$ cat src/design/ntpc_pkg.sv
// ----------------------------------------------------------------------------
// ntpc_pkg
// Shared types and constants of the nearest-template pose classifier.
// ----------------------------------------------------------------------------
package ntpc_pkg;

  localparam int QUAT_W     = 64;
  localparam int COMP_W     = 16;
  localparam int QUAT_COMPS = 4;
  localparam int SQ_W       = 2 * COMP_W;
  localparam int DIST_W     = 37;
  localparam int CLASS_W    = 5;
  localparam int IN_FINGERS = 5;

  localparam logic CMD_LOAD     = 1'b0;
  localparam logic CMD_CLASSIFY = 1'b1;

  typedef struct packed {
    logic vld;
    logic first;
    logic last;
  } tok_t;

endpackage

$ cat src/design/ntpc_ram.sv
// ----------------------------------------------------------------------------
// ntpc_ram
// Generic single-write, single-read RAM with registered read data.
// ----------------------------------------------------------------------------
module ntpc_ram #(
  parameter int WIDTH = 64,
  parameter int DEPTH = 26,
  localparam int AW = $clog2(DEPTH)
) (
  input  logic             clk,
  input  logic             wr_en,
  input  logic [AW-1:0]    wr_addr,
  input  logic [WIDTH-1:0] wr_data,
  input  logic [AW-1:0]    rd_addr,
  output logic [WIDTH-1:0] rd_data
);

  logic [WIDTH-1:0] mem_r [DEPTH];
  logic [WIDTH-1:0] rd_data_r;

  always_ff @(posedge clk) begin
    if (wr_en) begin
      mem_r[wr_addr] <= wr_data;
    end
    rd_data_r <= mem_r[rd_addr];
  end

  assign rd_data = rd_data_r;

endmodule

$ cat src/design/ntpc_cell.sv
// ----------------------------------------------------------------------------
// ntpc_cell
// One finger cell: holds that finger's template column, squares the
// component differences and adds them onto the running distance.
// ----------------------------------------------------------------------------
module ntpc_cell import ntpc_pkg::*; #(
  parameter int NUM_TEMPLATES = 26,
  localparam int AW = $clog2(NUM_TEMPLATES)
) (
  input  logic              clk,
  input  logic              rst_n,
  input  logic              wr_en,
  input  logic [AW-1:0]     wr_addr,
  input  logic [QUAT_W-1:0] wr_data,
  input  logic [QUAT_W-1:0] query,
  input  tok_t              tok_in,
  input  logic [AW-1:0]     idx_in,
  input  logic [DIST_W-1:0] sum_in,
  output tok_t              tok_out,
  output logic [AW-1:0]     idx_out,
  output tok_t              fin_tok,
  output logic [AW-1:0]     fin_idx,
  output logic [DIST_W-1:0] sum_out
);

  logic [QUAT_W-1:0] tpl_rdata;
  tok_t              tok_a_r, tok_b_r, tok_c_r;
  logic [AW-1:0]     idx_a_r, idx_b_r, idx_c_r;
  logic [SQ_W-1:0]   sq_r [QUAT_COMPS];
  logic [DIST_W-1:0] sum_r;
  logic [DIST_W-1:0] sum_nxt;
  logic [COMP_W:0]   diff [QUAT_COMPS];
  logic [COMP_W:0]   absd [QUAT_COMPS];

  ntpc_ram #(
    .WIDTH (QUAT_W),
    .DEPTH (NUM_TEMPLATES)
  ) u_tpl_ram (
    .clk     (clk),
    .wr_en   (wr_en),
    .wr_addr (wr_addr),
    .wr_data (wr_data),
    .rd_addr (idx_in),
    .rd_data (tpl_rdata)
  );

  always_comb begin
    for (int c = 0; c < QUAT_COMPS; c++) begin
      diff[c] = {query[c*COMP_W + COMP_W-1], query[c*COMP_W +: COMP_W]}
              - {tpl_rdata[c*COMP_W + COMP_W-1], tpl_rdata[c*COMP_W +: COMP_W]};
      absd[c] = diff[c][COMP_W] ? (~diff[c] + 1'b1) : diff[c];
    end
  end

  always_comb begin
    sum_nxt = sum_in;
    for (int c = 0; c < QUAT_COMPS; c++) begin
      sum_nxt = sum_nxt + DIST_W'(sq_r[c]);
    end
  end

  always_ff @(posedge clk) begin
    if (!rst_n) begin
      tok_a_r <= '0;
      tok_b_r <= '0;
      tok_c_r <= '0;
    end else begin
      tok_a_r <= tok_in;
      tok_b_r <= tok_a_r;
      tok_c_r <= tok_b_r;
    end
  end

  always_ff @(posedge clk) begin
    idx_a_r <= idx_in;
    idx_b_r <= idx_a_r;
    idx_c_r <= idx_b_r;
    for (int c = 0; c < QUAT_COMPS; c++) begin
      sq_r[c] <= absd[c][COMP_W-1:0] * absd[c][COMP_W-1:0];
    end
    sum_r <= sum_nxt;
  end

  assign tok_out = tok_a_r;
  assign idx_out = idx_a_r;
  assign fin_tok = tok_c_r;
  assign fin_idx = idx_c_r;
  assign sum_out = sum_r;

endmodule

$ cat config.mk
export PLATFORM = sky130hd
export DESIGN_NAME = ntpc_cell
export DESIGN_NICKNAME = d
export VERILOG_FILES = /design/src/design/ntpc_pkg.sv /design/src/design/ntpc_ram.sv /design/src/design/ntpc_cell.sv
export SDC_FILE = /design/constraint.sdc
export NUM_CORES = 2
export LEC_CHECK = 0
export BUFFER_PORTS_ARGS = -buffer_cell sky130_fd_sc_hd__buf_2
export CORE_MARGIN = 2
export CORE_UTILIZATION = 50
export DETAILED_ROUTE_END_ITERATION = 7
export PLACE_DENSITY_LB_ADDON = 0.05
export SYNTH_ARGS = -nofsm -noshare
export SYNTH_HDL_FRONTEND = slang
export SYNTH_HIERARCHICAL = 1
export SYNTH_SLANG_ARGS = --single-unit
$ cat constraint.sdc
create_clock -name clk -period 16.1 [get_ports clk]
set_input_delay 2.415 -clock clk [delete_from_list [all_inputs] [get_ports clk]]
set_output_delay 2.415 -clock clk [all_outputs]
set_load 0.02 [all_outputs]
==> results list <==
- Run status: complete, no violations
- For this run, the leading register cell type out of synthesis is edfxtp_1.
- FP Rows: approximately 170
* Vias after detailed routing: about 60000
- Stage delay of the slowest cell on the critical path: around 0.8 ns
- In this run the biggest area consumer among cell types represents a little under half of the synthesized area.
- Prior to clock tree synthesis, the placed netlist has a worst setup slack of around 3.6 ns.
- Cell variety after synth: 92
- Setup violations remaining at the end of the flow were counted as 0.
- Seq/Total Area, Yosys: a little over half
- Among cell families on the critical path, the largest total delay comes from adder cells.
- Overall fraction of global-route tracks in use: between 20% and 30%
* Global-route congestion overflow total: 0
- Total die area: around 0.21 mm²
* Final hold violations: 0
- # placed instances: between 10000 and 15000
* Most used cell along the critical path: fa_1
- Timing would allow up to roughly 85 MHz.
- The total count of max-transition violations in the final report came to 0.
* Remaining routing DRC violations: 0
- In the routed layout, each cell is associated on average with a via count of between 5 and 6.
- Area leader, netlist: edfxtp_1
- Number of warnings reported in the yosys synthesis log: 6
* Die height: roughly 460 µm
* DP Wirelength: ~170000 µm
- CP Launch Type: input port
- Number of global-route vias before repair: 61600
- In the layout the commonest cells are 1664 x edfxtp_1, 1082 x inv_1, 744 x fa_1.
- Synth Net Count: 8671
- TritonCTS clock tree: done
- The count of nets left with antenna violations once routing finished came out at 0.
* Clk pin slew, worst setup/hold paths: 0.06 ns
- In this run the worst path has a maximum fanout of 20.
- The clock tree synthesis step divided the H-tree into 4 levels.
* Critical Path Sink Type: flop
- Worst path slowest cell: xnor2_1
- Data on the critical path is required at its endpoint by between 15 and 20 ns.
- The region available for standard cell placement spans about 0.21 mm².
* Starting density of the core: 50.1%
- The min-delay analysis places its worst path in the category flop to flop.
- The setup path with the least slack is of type input port to flop.
- Final Non-Filler Cells: 10600
- Pin count of the biggest net entering global routing: between 100 and 150
* Count of state elements after synthesis: about 1900
* Average cell area after synthesis: roughly 14 µm²
* Quantity of gates resized following cts: 0
- Mapped cell area: between 0.1 and 0.15 mm²
* Unrepaired setup endpoints after global routing: false
* Accumulated negative setup slack: 0 ns
- Leaving out fill and tap cells, the most frequent cell in the layout is edfxtp_1.
- In the final routed layout, each cell accounts on average for approximately 25 µm.
- The initial antenna violation count was 34.
* DRT iter0 DRCs: roughly 5000
- Headroom to the max-slew limit came out at 11.7%.
- Routability-driven placement finished with a final weighted congestion of a little over 0.9.
- Maximum count of clock buffers along a single path: 3
* CTS hold repair buffers: 0
* Final nets: 9009
- The clock arrives with roughly 0.070 ns of skew.
- CTS placed an instance of clkbuf_16 at the clock tree root.
- Width of the die: between 400 and 500 µm
* Worst-margin pin slew: approximately 1.3 ns
- In this run, synthesis inferred roughly 1700 flip-flops with an integrated enable.
* Total clock buffers created by CTS: between 150 and 200
- In the final layout, the share of cells above drive strength 1 is roughly 16%.
- Total of buffers placed on input and output ports: 233
- Period utilization: roughly 73%
- Synthesis produced a netlist whose cell count is slightly above 7000.
* Ports: roughly 230
- Count of maximum capacitance violations: 0
- Routed wire length: around 270000 µm
- Buf/Inv on CP: 8
* Length of the first detailed-routing pass in iterations: 8
* Shortest period the worst path allows: approximately 12 ns
* Ranking of synthesized cells by area: edfxtp_1 48%, fa_1 14%, mux4_2 8.3%, ha_1 5.9%, dfxtp_1 4.8%
- Post-route design area: 0.116 mm²
* First-pass GRT wire length: 395000 µm
- Count of clock tree sinks: 1913
* Layout overhead on the synthesized area: 11.1%
- Clock latency on the worst-skew pair, taken at its later pin, is around 0.86 ns.
- Placed Instance Area: about 0.11 mm²
- Async set or reset register ratio after synthesis: 0%
- Data arrival, critical path: roughly 13 ns
* Final WS setup: 4.28 ns
* Post-CTS Setup Repair Bufs: 0
-- registers in the layout, summed over array words and instances (netlist names) --
name / cells
u_tpl_ram/mem_r: 1664
sum_out: 37
tok_out: 3
fin_idx: 5
tok_b_r: 3
idx_b_r: 5
u_tpl_ram/rd_data: 64
idx_out: 5
fin_tok: 3
sq_r: 124
-- cells by family after synthesis --
logic type / count (synthesis) / share of synthesized area, %
buffers and inverters: 1313 / 4.92
AO/OA/AOI/OAI: 804 / 5.52
adder cells (fa/ha/maj): 1240 / 20.1
flip-flops: 1913 / 52.4
other: 1 / 0.00358
multiplexers: 515 / 9.58
XOR/XNOR: 265 / 2.25
AND/OR/NAND/NOR: 1199 / 5.13
-- metal layers --
| layer | wire (µm) | track usage, % |
|---|---|---|
| met1 | 112000 | 34.8 |
| met2 | 131000 | 42.3 |
| met3 | 14400 | 3.39 |
| met4 | 8030 | 7.10 |
| met5 | 55 | 0 |
-- final timing paths --
path / startpoint / end / slack, ns / cells after the start
min reg2reg: idx_b_r[0] / fin_idx[0] / 0.32 / 0
min: idx_b_r[0] / fin_idx[0] / 0.32 / 0
max: query[16] / sq_r[1][30] / 4.28 / 38
max reg2reg: u_tpl_ram/rd_data[20] / sq_r[1][30] / 5.47 / 36
-- synthesized netlist by cell type (all sizes together) (7+ instances only) --
cell        n
nor2      421
o21bai     35
dfxtp     249
and3        9
buf        84
a211oi     26
a21boi      9
o21a       39
edfxtp   1664
ha        496
xor2       85
a2111oi     7
a21o       94
clkbuf    119
or2        20
nor2b      26
a31oi      21
nor4        7
nor3       51
inv      1092
nand3     119
a22oi     130
a21oi     169
o211ai     80
clkinv     18
nand3b     14
o31ai      13
or3        28
mux4      384
mux2i      65
nand2b     44
o21ai     112
nand2     393
mux2       66
nand4      14
nor3b       8
xnor2     180
o211a       7
fa        744
and2       21
-- cell type report --
type,count,area [µm²]
Timing Repair Buffer,343,2080
Fill cell,17100,92600
Inverter,1110,4170
Tap cell,2805,3510
Antenna cell,5,12.5
Multi-Input combinational cell,4024,44900
Clock inverter,94,1270
Sequential cell,1913,55000
Clock buffer,276,5470
-- metrics by stage --
stage | utilization, % | hold slack [ns]
after floorplan | - | 0.310
after global placement | 52.5 | 0.312
after detailed placement | 52.5 | 0.315
after CTS | 55.7 | 0.327
after global routing | 55.7 | 0.321
final | 55.7 | 0.321
Power is not shown: default switching activity piles up to over one toggle a cycle in this logic, so the estimate is an artifact.
